$ cat src/rtl/core/gcl_mult.sv
// shared unsigned multiplier with registered product
module gcl_mult #(
    parameter int OPW = 30
) (
    input  logic             clk,
    input  logic [OPW-1:0]   a,
    input  logic [OPW-1:0]   b,
    output logic [2*OPW-1:0] prod
);

    always_ff @(posedge clk)
    begin
        prod <= a * b;
    end

endmodule

$ cat config.mk
export PLATFORM = sky130hd
export DESIGN_NAME = gcl_mult
export DESIGN_NICKNAME = d
export VERILOG_FILES = /design/src/rtl/core/gcl_mult.sv
export SDC_FILE = /design/constraint.sdc
export NUM_CORES = 2
export LEC_CHECK = 0
export BUFFER_PORTS_ARGS = -buffer_cell sky130_fd_sc_hd__buf_2
export CAP_MARGIN = 10
export CORE_ASPECT_RATIO = 1.1
export CORE_MARGIN = 2
export CORE_UTILIZATION = 65
export DETAILED_ROUTE_END_ITERATION = 10
export PLACE_DENSITY_LB_ADDON = 0.3
export SETUP_SLACK_MARGIN = 0.3
export SLEW_MARGIN = 20
export SYNTH_ARGS = -nofsm -noshare
export SYNTH_HDL_FRONTEND = slang
export SYNTH_SLANG_ARGS = --single-unit
$ cat constraint.sdc
create_clock -name clk -period 14 [get_ports clk]
set_clock_uncertainty 0.05 [all_clocks]
set_input_delay 2.8 -clock clk [delete_from_list [all_inputs] [get_ports clk]]
set_output_delay 2.8 -clock clk [all_outputs]
set_load 0.05 [all_outputs]
After elaboration in Yosys (flattened, before gate mapping)
Index checks and enable logic that the tools add are counted.

storage, ports and cells
  bits in read-only memories = 0
  logic and storage cells = 2
  input bits = 61
  memories = 0
  RAM bits = 0
  output and inout port bits = 60
  bits in latches = 0
  bits in registers = 60

operators by class
  $lt $le $gt $ge = 0
  equal/unequal tests = 0
  bitwise operators = 0
  add/subtract/negate cells = 0
  multiplexer cells = 0
  divide/modulo/power cells = 0
  shift operators = 0
  reductions and logical operators = 0
  $mul = 1

operator list
  kind              count
  $mul A30 B30 Y60  1

Logic depth before layout (Yosys ltp)
  depth in word-level cells = 1
  depth in mapped cells = 29
  gate-level depth less buffers = 27

Worst setup path before layout
No wires, ideal clock.

  kind = input to register
  start point = in b[15]
  end point = reg prod[57]
  slack = 4.386 ns
  stages = 27
  library setup time = 0.120 ns
  path buffers = 2
  arrival = 9.444 ns
  required time = 13.830 ns
  cell sequence = clkbuf_1 > and2_1 > fa_1 > inv_1 > fa_1 > inv_1 > fa_1 > inv_1 > fa_1 > inv_1 > fa_1 > fa_1 > fa_1 > inv_1 > fa_1 > inv_1 > ha_1 > buf_2 > and3_1 > a221oi_1 > o21ai_1 > a221o_1 > a21oi_2 > o21ai_2 > a41oi_2 > nor4_1 > a211o_1

on the way
  longest elaborated chain between the ends = 1

ends and longest elaborated chain
  element               line  RTL
  start, declared       7     input logic [OPW-1:0] b,
  $mul A30 B30 Y60      13    prod <= a * b;
  end signal, assigned  13
  end, declared         8     output logic [2*OPW-1:0] prod

Every way passes these cells.

Final worst setup path
  start point = in b[8]
  end point = reg prod[58]

Same word-level chain as after synthesis.

==> impl_metrics.csv <==
group,metric,value,unit
outcome,status,"finished, final reports clean",
synthesis,yosysMostFrequentCell,"inv_1",
synthesis,synth_edf_count,0,
clock_network,clock-sinks,60,
grt,overflow,0,
floorplan,ioPinCount,121,
floorplan,core_area,47500,um^2
drt,routed-via-count,23100,
cells_and_area,reg_top3,"prod (60)",
placement,dpl.hpwl,65400,um
placement,io_buffer_count,120,
synthesis,postSynthCellCount,3422,
cells_and_area,area_growth,3.06,%
cells_and_area,seq_area,1200,um^2
synthesis,synth_seq_cells,60,
drt,ant_nets,0,
grt,grt_usage,36.3,%
timing,fmax,95.0,MHz
cells_and_area,fill_cells,3778,
floorplan,initial_utilization,65.4,%
cells_and_area,final_nets,4436,
drt,routed_via_density,5.79,
critical_path,cpMaxStageDelayCell,"fa_1",
synthesis,yosysWarnings,0,
clock_network,numCtsBuffers,9,
critical_path,path_delay_family,"adder cells",
clock_network,h-tree-depth,3,
grt,grt_pass1_vias,26500,
cells_and_area,drive_above_1_share,4.47,%
clock_network,cts_root_buf,"clkbuf_16",
critical_path,critPathKind,"primary input to flip-flop",
grt,grt_pass1_wl,136000,um
cells_and_area,multi_input_area,26000,um^2
cells_and_area,regMostFlops,"prod",
critical_path,critPathBufInv,5,
placement,place_congestion,0.965,
critical_path,cpMostUsedCell,"fa_1",
floorplan,chipWidth,213,um
synthesis,yosysTopAreaCellShare,50.2,%
timing,worst_pin_slew,0.881,ns
critical_path,slowest_delay,0.57,ns
grt,grt_max_degree,31,
drt,dr.pass1.iters,5,
drt,wire_per_inst,21.1,um
critical_path,crit_path_start_kind,"primary input",
clock_network,ctsResizeCount,0,
critical_path,path_cells,"buf_2 -> and2_1 -> fa_1 -> fa_1 -> inv_1 -> fa_1 -> fa_1 -> inv_1 -> fa_1 -> fa_1 -> fa_1 -> inv_1 -> fa_1 -> inv_1 -> ha_1 -> nand4_1 -> nor3_1 -> or4b_1 -> nand3_1 -> o211ai_1 -> a21oi_1 -> o2111ai_1 -> and3_1 -> a211oi_1",
synthesis,synth_commonest_cells,"inv_1, fa_1, and2_1, nand2_1, ha_1",
synthesis,avgSynthCellArea,9.08,um^2
clock_network,cts_setup_buffers,0,
hold_path,worstHoldPathType,"primary input to flip-flop",
clock_network,cts.path.max_buffers,2,
timing,setup_tns,0,ns
timing,setup_viol,0,
timing,slew_violations,0,
synthesis,synth_ff_type,"dfxtp_1",
grt,antenna_found_initial,1,
critical_path,critPathArrivalTime,10.73,ns
floorplan,die_area,49600,um^2
cells_and_area,largest_reg_flops,60,
critical_path,crit_required,14.20,ns
clock_network,postCtsHoldBufs,0,
synthesis,synth.area.top_cells,"fa_1, and2_1, ha_1",
run,max-cap-violations,0,
clock_network,cts.clk_slew.worst_paths,0.06,ns
synthesis,synth_top_area_cell,"fa_1",
timing,max-slew-margin-rel,41.2,%
timing,hold_viol,0,
synthesis,syn-num-nets,4511,
drt,finalWirelength,84400,um
timing,fin_crit_sh,75.2,%
floorplan,die_height,233,um
critical_path,cp_max_fo,30,
drt,drt-initial-drc-count,1626,
critical_path,end_kind,"flip-flop",
drt,drc,0,
clock_network,cts_tree,"built",
synthesis,seq_area_frac_synth,3.86,%
synthesis,async_flop_share,0,%
floorplan,row_count,84,
synthesis,ys_types,60,
synthesis,syn_area,31100,um^2
timing,rsz0062_at_grt,"no",
timing,finalCriticalPeriod,10.53,ns
[final timing paths]
kind,start,endpoint,slack [ns],cells past startpoint
worst max-delay path,b[8],prod[58]$_DFF_P_,3.47,24
worst min-delay path,b[0],prod[0]$_DFF_P_,2.99,2
[metal layers]
metal  GRT usage [%]  part of all wire, %  wire length [um]  vias to the layer above
met4            27.1                  8.5              7180                        2
met5               0                0.018                15                        -
met2            63.6                   52             43700                     1132
met1            40.0                   33             27400                    11900
met3            5.57                  7.2              6110                      413
li1                -                    -                 -                     9719
[cells in the final DEF, fill, tap and decap left out, types with 5 or more instances in the layout]
| cell type | Yosys | final |
|---|---|---|
| a21o_1 | 29 | 29 |
| clkbuf_16 | 0 | 9 |
| o21ai_0 | 24 | 24 |
| buf_2 | 9 | 120 |
| o21a_1 | 5 | 5 |
| o21bai_1 | 18 | 18 |
| nand2_1 | 412 | 412 |
| xnor2_1 | 32 | 32 |
| and2_1 | 531 | 531 |
| o211ai_1 | 6 | 6 |
| o21ai_1 | 8 | 8 |
| nand4_1 | 18 | 18 |
| a21oi_1 | 63 | 63 |
| ha_1 | 248 | 248 |
| nand2b_1 | 5 | 5 |
| nor2_1 | 35 | 35 |
| dfxtp_1 | 60 | 60 |
| fa_1 | 780 | 780 |
| nand3_1 | 10 | 10 |
| inv_1 | 824 | 824 |
| a211oi_1 | 7 | 7 |
| xor2_1 | 21 | 21 |
| nor3_1 | 6 | 6 |
| and3_1 | 10 | 10 |
| a31oi_1 | 6 | 6 |
[logic make-up (layout without fill, tap and decap cells)]
kind of cell    after synthesis  in the layout  synth area share, %
simple gates               1050           1050                 17.6
buf+inv                    1031            961                 12.5
fa+ha+maj                  1028           1028                 60.2
compound gates              199            199                 4.33
flops                        60             60                 3.86
xor+xnor                     53             53                 1.49
mux                           1              1               0.0322
other cells                   0              2                    0
[layout make-up]
type / count / area share (%)
Clock buffer: 10 / 0.746
Timing Repair Buffer: 121 / 1.90
Inverter: 824 / 9.66
Multi-Input combinational cell: 2331 / 81.1
Clock inverter: 6 / 0.273
Antenna cell: 2 / 0.0156
Sequential cell: 60 / 3.75
Tap cell: 645 / 2.52
[through the flow]
stage	setup slack [ns]	cells	hold WS [ns]	area [um^2]	utilization [%]
2_1_floorplan	4.39	3422	3.09	31100	-
3_3_place_gp	3.54	3981	3.22	31700	66.7
3_5_place_dp	3.29	3981	3.22	31700	66.7
4_1_cts	3.64	3997	2.98	32000	67.4
5_1_grt	3.27	3997	3.02	32000	67.4
6_report	3.47	3999	2.99	32000	67.4
Power is left out: the tool's default activity adds up to more than one toggle a clock period on the data nets, which glitch-free logic cannot reach.
