### config.mk
export PLATFORM = sky130hd
export DESIGN_NAME = gcl_ram
export DESIGN_NICKNAME = d
export VERILOG_FILES = /design/src/rtl/core/gcl_ram.sv
export SDC_FILE = /design/constraint.sdc
export NUM_CORES = 1
export LEC_CHECK = 0
export BUFFER_PORTS_ARGS = -buffer_cell sky130_fd_sc_hd__buf_2
export CELL_PAD_IN_SITES_DETAIL_PLACEMENT = 0
export CELL_PAD_IN_SITES_GLOBAL_PLACEMENT = 1
export CORE_MARGIN = 8
export CORE_UTILIZATION = 31
export DETAILED_ROUTE_END_ITERATION = 12
export GPL_TIMING_DRIVEN = 0
export PLACE_DENSITY = 0.6
export SYNTH_ARGS = -nofsm -noshare
export SYNTH_HDL_FRONTEND = slang
export SYNTH_SLANG_ARGS = --single-unit
### constraint.sdc
create_clock -name clk -period 4.3 [get_ports clk]
set_input_delay 0 -clock clk [delete_from_list [all_inputs] [get_ports clk]]
set_output_delay 0 -clock clk [all_outputs]
set_load 0.05 [all_outputs]
### src/rtl/core/gcl_ram.sv
// single write port, single registered read port memory
module gcl_ram #(
    parameter int DW = 8,
    parameter int AW = 6
) (
    input  logic          clk,
    input  logic          we,
    input  logic [AW-1:0] waddr,
    input  logic [DW-1:0] wdata,
    input  logic [AW-1:0] raddr,
    output logic [DW-1:0] rdata
);

    logic [DW-1:0] mem [(1 << AW)];

    always_ff @(posedge clk)
    begin
        if (we)
        begin
            mem[waddr] <= wdata;
        end
        rdata <= mem[raddr];
    end

endmodule

* Word-level counts from Yosys, hierarchy flattened
Memory sizes are Yosys's and may differ from the RTL's. A register that Yosys moved wholly into a read port is not among the register bits. Cells that the tools add are included.
Word-level totals: register bits 0, latch bits 0, bits in writable memories 512, bits in read-only memories 0, output and inout bits 8, logic and storage cells 3, memories kept 1
Memory list:
- mem | depth 64, bits a word 8, rd ports 1, clocked after memory_dff 1, write ports 1, RTL line 14 | logic [DW-1:0] mem [(1 << AW)];
Operators by class: add/sub/neg operators 0, multiply operators 0, divide/modulo/power cells 0, magnitude comparators 0, equal/unequal tests 0, shift-type cells 0, multiplexer cells 2, bitwise gates (word level) 0, reduce and logical (&&, ||, !) cells 0
Operators with widths (count):
- 1-bit 2-to-1 mux | 2

* Depth between registers and ports, before layout
Gate-level depths: netlist of the first run.
depth in word-level cells 2, gate-level depth with buffers 9, gate-level depth less buffers 5

* Worst setup path after synthesis of the first run
No wires, ideal clock.
path type register to register, from mem mem[29][4], to reg rdata[4], read port of mem, arrival time 1.560 ns, required time 4.168 ns, path slack 2.608 ns, stages on the path, launching flop included 6, period minus slack after synthesis 1.692 ns, cell sequence edfxtp_1 mux4_2 mux2_2 o221a_2 nor3_1 o32ai_1
RTL lines:
- start, declared | RTL line 14
- end, declared | RTL line 11 | output logic [DW-1:0] rdata

==> run metrics, run 1 <==
I/O pins 30; nets@finish 1,038; Top FF cell, synth edfxtp_1; final setup vio count 0; required time worst endpoint 4690 ps; WHS 133 ps; Pwr Density 464 nW/um^2; number of synthesized register bits 520; crit end category flop; die area 73,500 sq um; Synth Area in Adders 0%; leading area contributor after synthesis edfxtp_1; Post-DP HPWL 32,800 um; Vias 9,654; Synthesis Warnings 0; Clk pin slew, worst setup/hold paths 60 ps; Post-synth EDFFs 512; post-CTS setup buffer count 0; routability cong. 0.820; VDD IR-drop max 0.251 mV; core footprint 64,300 sq um; CP startpoint kind primary input; clk root buf clkbuf_16; initial DRC count 1,075; Synth Instances 940; Syn Area/Cell 21.5 sq um; CTS Buf Count 52; Die H 271 um; Setup Crit Path Kind primary input to flop; Vias per Instance 5.05; post-synthesis xor/xnor area fraction 0%; Async S/R FF share, synth 0%; simple-gate share of the synthesized area 3.39%; DP Area 21,300 sq um; syn_nets 962; distinct cell type count after synthesis 40; post-synth top area share 76.2%; num rows 93; Synth Area in Compound Gates 2.07%; drt pass-1 iters 7; layout cells sized above 1 25.1%; total negative slack 0 ps; Clock Path Buffers 3; CTS sink cnt 520; CTS tree done; number of global-route vias before repair 9,877; Final Cycle Share 59.8%; All-Layer GR Usage 13.8%; Util after Layout 35.8%; mux share of post-synthesis cell area 15.9%; Worst-Margin Slew 1340 ps; H-Tree Depth 2; CP startpoint raddr[2]; Worst-Skew Late Latency 590 ps; Initial Util 31.3%; Area growth syn-to-layout 14.1%; fin area 23,000 sq um; GRT Residual Overflow 0; max-slew violation count 0; first-pass GRT wire length 73,400 um; crit path DAT 2960 ps; Fin Clk Skew 13.3 ps; Design Power 10.7 mW; final wirelength 51,600 um; IO buf count 21; post-synthesis sequential area ratio 77.0%; DR WL/cell 27.0 um; Worst R2R Start mem[21][6]; maxcap violations 0; DIE WIDTH 271 um; HP Start waddr[0]; leakage power 7.02 nW; Hold WC Path Type primary input to flop; Final Hold Viols 0; FMAX 389 MHz; initial antenna violation count 4; Synth area leaders edfxtp_1 (76%), mux4_2 (14%), nor2_1 (1.5%), mux2i_1 (1.1%), dfxtp_1 (0.79%); largest net degree at the start of global routing 65; mapped cell area 20,200 sq um; # DRC 0; Final ANT Viol Nets 0; largest family of logic cells by synthesized area multiplexers; status completed; Slew Limit Headroom 10.9%; minimum period implied by the final worst setup slack 2570 ps; RSZ-0062 raised after global routing false; crit-path max FO 10
logic make-up after synthesis:
logic type | after synthesis
flip-flops | 520
multiplexers | 162
AND/OR/NAND/NOR | 153
AO/OA/AOI/OAI | 54
buffers and inverters | 51
power breakdown:
part           leakage (nW)  total [mW]  switching, mW  internal, mW
clock network         0.807        4.44           1.87          2.57
logic                  1.54       0.608          0.409         0.198
registers              4.67        5.62        0.00890          5.61
sequential cells by signal, summed over array words and instances (netlist names):
name / count
mem: 512
rdata: 8
worst max-delay path, cell delays in order:
cell and delay [ps]:
buf_2 170, buf_4 260, clkbuf_1 660, buf_2 600, o221ai_1 220, o21a_1 190, o41ai_1 830
layer usage:
metal  up-vias  GRT usage, %  part of all wire [%]
met5         -             0                 0.047
met4         4          4.69                   3.0
met3        84          3.17                   7.1
met2       334          21.5                    46
met1      5136          19.0                    44
li1       4096             -                     -
synth_stat cells (3+ instances only):
master     instances
a211oi_1           4
nand2b_1           7
o2bb2ai_1          3
mux2i_1           23
buf_1              4
nand3b_1           3
mux4_2           126
nand3_1           13
o22ai_1            8
nor3_1             7
nor2_1            83
o2111ai_1          3
a22oi_1            3
mux2_2            13
buf_6              4
clkbuf_1          17
edfxtp_1         512
o221ai_1           8
nand2_1           19
a21oi_1            3
buf_2             11
dfxtp_1            8
nor2b_1           14
a221oi_1           6
buf_4             13
worst paths after layout:
check | to | slack (ps) | cells after the start
worst max-delay path | rdata[5] | 1730 | 7
worst min-delay path | mem[55][0] | 130 | 3
worst max register to register | rdata[6] | 2140 | 5
worst min register to register | rdata[7] | 1030 | 4
layout make-up:
type,instances,area (sq um)
clock buffers,63,1370
flip-flops and latches,520,15500
repair buffers,22,115
plain buffers,51,317
fillers,5859,41300
clock inverters,32,288
multi-input cells,369,4320
well taps,855,1070
diodes,1,2.50
metrics by stage:
stage | cells | setup WS [ps]
6_report | 1913 | 1730
5_1_grt | 1912 | 1590
4_1_cts | 1912 | 1910
3_5_place_dp | 1816 | 1310
3_3_place_gp | 1816 | 1290
2_1_floorplan | 940 | 2610
repair_timing:
action,CTS,global route
endpoints found under the hold margin,3,0
gates resized for setup,0,0
hold buffers,1,0
cell usage in the layout (no fill, tap or decap), drive strengths merged, types with 3 or more instances in the layout:
cell	n
buf	55
clkinv	22
nand2b	7
o21ai	4
mux2	13
a22oi	3
clkbuf	80
mux4	126
o2111ai	3
nand2	19
mux2i	23
nor2b	14
dfxtp	8
edfxtp	512
a21oi	3
o2bb2ai	3
a221oi	6
bufinv	5
nand3	13
a211oi	4
nor3	7
o22ai	8
nor2	83
nand3b	3
clkinvlp	3
o221ai	8
No activity file was read; power rests on OpenSTA's default activity.
==> run 2, diff against run 1 <==
--- a/config.mk
+++ b/config.mk
@@ -12,7 +12,7 @@
 export CORE_UTILIZATION = 31
 export DETAILED_ROUTE_END_ITERATION = 12
 export GPL_TIMING_DRIVEN = 0
-export PLACE_DENSITY = 0.6
+export PLACE_DENSITY = 0.62
 export SYNTH_ARGS = -nofsm -noshare
 export SYNTH_HDL_FRONTEND = slang
 export SYNTH_SLANG_ARGS = --single-unit
==> constraint.sdc (replaced) <==
create_clock -name clk -period 2.1 [get_ports clk]
set_input_delay 0 -clock clk [delete_from_list [all_inputs] [get_ports clk]]
set_output_delay 0 -clock clk [all_outputs]
set_load 0.05 [all_outputs]
==> run 2 against run 1 <==
  * Utilization about the same
  * Final area about the same
  * Cell count decreased by 0.16%
  * Clock-buffer cell count increased by 5
  * Largest power group unchanged
  * Setup slack got worse by 1700 ps
  * Sequential power increased by 100%
  * Total power increased by 100%
  * Clock skew increased by 12 ps
  * Largest cell class unchanged
  * Sequential share of layout area about the same
  * Combinational power increased by 100%
  * Die area unchanged
==> run metrics, run 2 (synthesized netlist as in run 1, its figures left out) <==
nets@finish 1,038 (unchanged); Clk pin slew, worst setup/hold paths 60 ps (about the same); clock network power share 40.9% (-0.7 points); Fin Clk Skew 24.9 ps (+11.7 ps); CTS sink cnt 520 (unchanged); CP startpoint kind flop; Setup Crit Path Kind flop to flop; Logic pwr share 5.7% (about the same); All-Layer GR Usage 13.7% (-0.10 points); largest net degree at the start of global routing 65 (unchanged); CTS Buf Count 52 (unchanged); Die H 271 um (unchanged); crit path DAT 2470 ps (-490 ps); Slew Limit Headroom 13.2% (+2.3 points); crit end category flop; Final Hold Viols 0 (unchanged); number of global-route vias before repair 9,978 (+1.0%); IO buf count 21 (unchanged); I/O pins 30 (unchanged); Worst-Skew Late Latency 600 ps (about the same); sequential share of power 53.3% (+0.6 points); Hold WC Path Type primary input to flop; Vias per Instance 5.09 (+0.80%); max FFs per register 512 (unchanged); commonest non-fill, non-tap cell in the layout edfxtp_1; Post-DP HPWL 32,300 um (-1.7%); Worst-Margin Slew 1300 ps (-33.8 ps); H-Tree Depth 2 (unchanged); sw frac 21.5% (+0.083 points); GRT Residual Overflow 0 (unchanged); Final ANT Viol Nets 0 (unchanged); DIE WIDTH 271 um (unchanged); final setup vio count 0 (unchanged); core footprint 64,300 sq um (unchanged); routability cong. 0.824 (+0.46%); biggest regs mem (512), rdata (8); FILL cells 5,917 (+0.99%); initial antenna violation count 4 (unchanged); Util after Layout 35.7% (about the same); net switching power of the design 4.65 mW (+100%); total negative slack 0 ps (unchanged); FMAX 488 MHz; internal power 16.9 mW (+100%); CTS tree done; most frequent cells in the layout edfxtp_1 (512), mux4_2 (126), nor2_1 (83); WHS 113 ps (-19.9 ps); drt pass-1 iters 5 (-2); crit-path max FO 1 (-9); Final Cycle Share 97.6%; initial DRC count 1,011 (-6.0%); Clock Path Buffers 3 (unchanged); minimum period implied by the final worst setup slack 2050 ps; VDD IR-drop max 0.546 mV (+120%); max-slew violation count 0 (unchanged); post-CTS setup buffer count 0 (unchanged); # DRC 0 (unchanged); clk root buf clkbuf_16; first-pass GRT wire length 72,900 um (-0.70%); Area growth syn-to-layout 14.1% (about the same); layout cells sized above 1 25.2% (+0.095 points); die area 73,500 sq um (unchanged); Initial Util 31.3% (unchanged); required time worst endpoint 2520 ps (-2170 ps); Biggest register mem; leakage power 7.00 nW (-0.19%); DR WL/cell 26.6 um (-1.3%); Vias 9,716 (+0.64%); status completed; num rows 93 (unchanged); final wirelength 50,900 um (-1.4%); RSZ-0062 raised after global routing false; Pwr Density 939 nW/um^2 (+100%); maxcap violations 0 (unchanged)
## run 2: cell types whose count changed in the layout (fill, tap and decap cells not counted), moves of 2 or more
| cell | previous run | this run |
|---|---|---|
| o32ai_1 | 2 | 0 |
| clkbuf_1 | 26 | 31 |
| nor3_2 | 0 | 2 |
| o41ai_1 | 2 | 0 |
| clkinv_2 | 8 | 4 |
| clkinv_1 | 13 | 11 |
| clkinvlp_4 | 3 | 1 |
| nor3_1 | 7 | 5 |
| o41ai_2 | 0 | 2 |
| o32ai_2 | 0 | 2 |
## run 2: stage by stage
step / instance area (sq um) / power, mW / cells / setup WS, ps
floorplan: 20200 / 12.4 / 940 / 408
global placement: 21300 / 13.0 / 1816 / -952
detailed placement: 21300 / 13.0 / 1816 / -1040
CTS: 23000 / 21.8 / 1908 / 38.2
global route: 23000 / 22.2 / 1908 / 8.01
finish: 23000 / 21.6 / 1910 / 50.2
## run 2: critical path, cell delays in order, from the launching register on
cell,delay [ps]
edfxtp_1,360
mux4_2,480
mux2_2,310
o22ai_1,390
nand2_1,120
o2bb2ai_1,230
## run 2: area by class of cell
type | count | area [sq um] | share of cell area, %
Antenna cell | 2 | 5.00 | 0.0218
Sequential cell | 520 | 15500 | 67.5
Clock inverter | 23 | 223 | 0.968
Multi-Input combinational cell | 369 | 4360 | 19.0
Clock buffer | 68 | 1360 | 5.92
Tap cell | 855 | 1070 | 4.65
Buffer | 51 | 334 | 1.45
Timing Repair Buffer | 22 | 115 | 0.500
## run 2: worst paths after layout
path	cells past startpoint	slack, ps	end	start
setup / recovery	5	50	rdata[0]	mem[21][0]
hold / removal	3	110	mem[51][6]	waddr[0]
setup reg to reg	5	50	rdata[0]	mem[21][0]
hold reg to reg	4	990	rdata[7]	mem[6][7]
## run 2: power by group through the flow
stage | clock [mW] | sequential (mW) | combinational, mW
2_1_floorplan | 0 | 11.8 | 0.612
3_3_place_gp | 0 | 11.7 | 1.22
3_5_place_dp | 0 | 11.7 | 1.24
4_1_cts | 9.02 | 11.5 | 1.25
5_1_grt | 9.37 | 11.5 | 1.32
6_report | 8.84 | 11.5 | 1.24
## run 2: repair_timing
item	in CTS	in global routing
pin swaps	0	0
resized for setup	9	4
hold buffers	1	0
setup endpoints to repair	5	2
hold endpoints to repair	3	0
## run 2: routing by layer
metal | part of all wire [%] | GRT usage [%]
met5 | 0.053 | 0
met4 | 3.0 | 4.80
met3 | 6.5 | 2.96
met2 | 47 | 21.5
met1 | 44 | 18.8
==> run 3, diff against run 2 <==
--- a/config.mk
+++ b/config.mk
@@ -8,11 +8,13 @@
 export BUFFER_PORTS_ARGS = -buffer_cell sky130_fd_sc_hd__buf_2
 export CELL_PAD_IN_SITES_DETAIL_PLACEMENT = 0
 export CELL_PAD_IN_SITES_GLOBAL_PLACEMENT = 1
+export CORE_ASPECT_RATIO = 0.5
 export CORE_MARGIN = 8
 export CORE_UTILIZATION = 31
 export DETAILED_ROUTE_END_ITERATION = 12
 export GPL_TIMING_DRIVEN = 0
-export PLACE_DENSITY = 0.62
+export PLACE_DENSITY_LB_ADDON = 0.1
+export SKIP_LAST_GASP = 1
 export SYNTH_ARGS = -nofsm -noshare
 export SYNTH_HDL_FRONTEND = slang
 export SYNTH_SLANG_ARGS = --single-unit
==> run 3 against run 2 <==
  * Clock-buffer cell count down 11
  * Utilization is 0.17 points higher
  * Global-route usage is 1.5 points higher
  * Final area rose by 0.97%
  * Sequential share of layout area fell by 0.65 points
  * Setup slack worse by 6.4 ps
==> run metrics, run 3 (synthesized netlist as in run 1, its figures left out) <==
Worst R2R Start mem[20][4]; initial antenna violation count 1 (-3); CTS sink cnt 520 (unchanged); num rows 66 (-29%); Area growth syn-to-layout 15.2%; Place WS -1120 ps (-74.6 ps); final wirelength 56,500 um (+11%); clk root buf clkbuf_16; I/O pins 30 (unchanged); max-slew violation count 0 (unchanged); DIE WIDTH 377 um (+39%); max incr delay on CP 480 ps (about the same); # DRC 0 (unchanged); DR WL/cell 29.1 um (+9.5%); number of global-route vias before repair 10.3k (+2.9%); Clock Path Buffers 3 (unchanged); Pwr Density 966 nW/um^2 (+2.9%); CP startpoint kind flop; die area 74,000 sq um (+0.68%); final setup vio count 0 (unchanged); Final Hold Viols 0 (unchanged); required time worst endpoint 2520 ps (about the same); most frequent cells in the layout edfxtp_1 (512), mux4_2 (126), nor2_1 (80); r2r worst-path depth 5 (unchanged); core footprint 64,700 sq um (+0.48%); max FFs per register 512 (unchanged); Hold EP mem[49][7]; largest net degree at the start of global routing 65 (unchanged); DP Area 21,400 sq um (+0.22%); layout cells sized above 1 27.8% (+2.6 points); Vias per Instance 4.97 (-2.3%); Initial Util 31.2% (-0.15 points); VDD IR-drop max 0.654 mV (+20%); nets@finish 1,035 (-0.29%); fin area 23,200 sq um (+0.97%); IO buf count 21 (unchanged); H-Tree Depth 2 (unchanged); routability cong. 0.794 (-3.6%); Slew Limit Headroom 11.7% (-1.5 points); RSZ-0062 raised after global routing true; crit-path max FO 1 (unchanged); status completed; All-Layer GR Usage 15.2% (+1.5 points); CTS Buf Count 50 (-3.8%); Die H 196 um (-28%); Final ANT Viol Nets 0 (unchanged); final worst slack 43.9 ps (-6.38 ps); FILL cells 5,982 (+1.1%); Worst-Margin Slew 1320 ps (+22.0 ps); initial DRC count 971 (-4.0%); FMAX 486 MHz (-0.31%); WHS Path Cells 3 (unchanged); minimum period implied by the final worst setup slack 2060 ps (+6.38 ps); biggest regs mem (512), rdata (8); Vias 9,646 (-0.72%); CP max-delay cell mux4_2; GRT Residual Overflow 0 (unchanged); crit end category flop; HP Start waddr[0]; first-pass GRT wire length 79,400 um (+8.9%); Setup Crit Path Kind flop to flop; worst reg2reg setup slack 40 ps (about the same); drt pass-1 iters 5 (unchanged); CTS tree done; Clk pin slew, worst setup/hold paths 60 ps (about the same); Cell Chain, Critical Path mux4_2, mux2_2, o221a_2, nor3_4, o32ai_1; Post-DP HPWL 36,600 um (+14%); crit path DAT 2480 ps (about the same); Fin Clk Skew 17.8 ps (-7.13 ps); FF+latch area 15,500 sq um (unchanged); r2r endpoint rdata[4]; leakage power 7.09 nW (+1.2%); total negative slack 0 ps (unchanged); area taken by multi-input logic gates 4380 sq um (+0.55%); commonest non-fill, non-tap cell in the layout edfxtp_1; Biggest register mem; maxcap violations 0 (unchanged); Hold WC Path Type primary input to flop; Worst-Skew Late Latency 580 ps (-20 ps); Final Cycle Share 97.9% (+0.30 points)
run 3: where the power goes:
group	switching, mW	internal [mW]	leakage (nW)	total, mW
clock network	4.03	5.60	0.851	9.63
registers	0.0184	11.5	4.67	11.5
logic	0.874	0.417	1.57	1.29
run 3: per-stage QoR:
step                      hold slack, ps  utilization (%)  instances  total power [mW]
after floorplan                     98.9                -        940              12.4
after global placement               472             33.1       1845              13.0
after detailed placement             471             33.1       1845              13.0
after CTS                           73.6             35.9       1940              22.7
after global routing                 140             35.9       1939              23.1
final                                102             35.9       1940              22.4
run 3: cell type report:
class | instances | share of cell area [%]
flip-flops and latches | 520 | 66.9
multi-input cells | 369 | 18.9
clock buffers | 57 | 5.77
well taps | 884 | 4.76
clock inverters | 37 | 1.77
plain buffers | 50 | 1.42
repair buffers | 22 | 0.496
diodes | 1 | 0.0108
run 3: worst max path at each step:
stage,start,endpoint,cells past startpoint
after floorplan,mem[29][4],rdata[4],5
after global placement,raddr[1],rdata[4],8
after detailed placement,raddr[1],rdata[4],8
after CTS,mem[20][4],rdata[4],5
after global routing,raddr[2],rdata[3],7
final,mem[20][4],rdata[4],5
run 3: timing repair:
| action | CTS | global route |
|---|---|---|
| hold buffers | 1 | 0 |
| pin swaps | 0 | 0 |
| buffers inserted | 0 | 0 |
| resized for setup | 12 | 16 |
| hold endpoints to repair | 3 | 0 |
| endpoints found under the setup margin | 5 | 20 |
run 3: worst max-delay path: cells and delay by family (launching register included):
kind / cells / cell delay [ps]
compound gates: 2 / 490
flops: 1 / 360
mux: 2 / 800
simple gates: 1 / 250
run 3: metal layers:
layer	part of all wire, %	track usage [%]	vias to the layer above
met5	0	0	-
met4	1.7	3.46	0
met3	5.1	2.81	61
met2	47	24.4	235
met1	46	21.6	5272
li1	-	-	4078
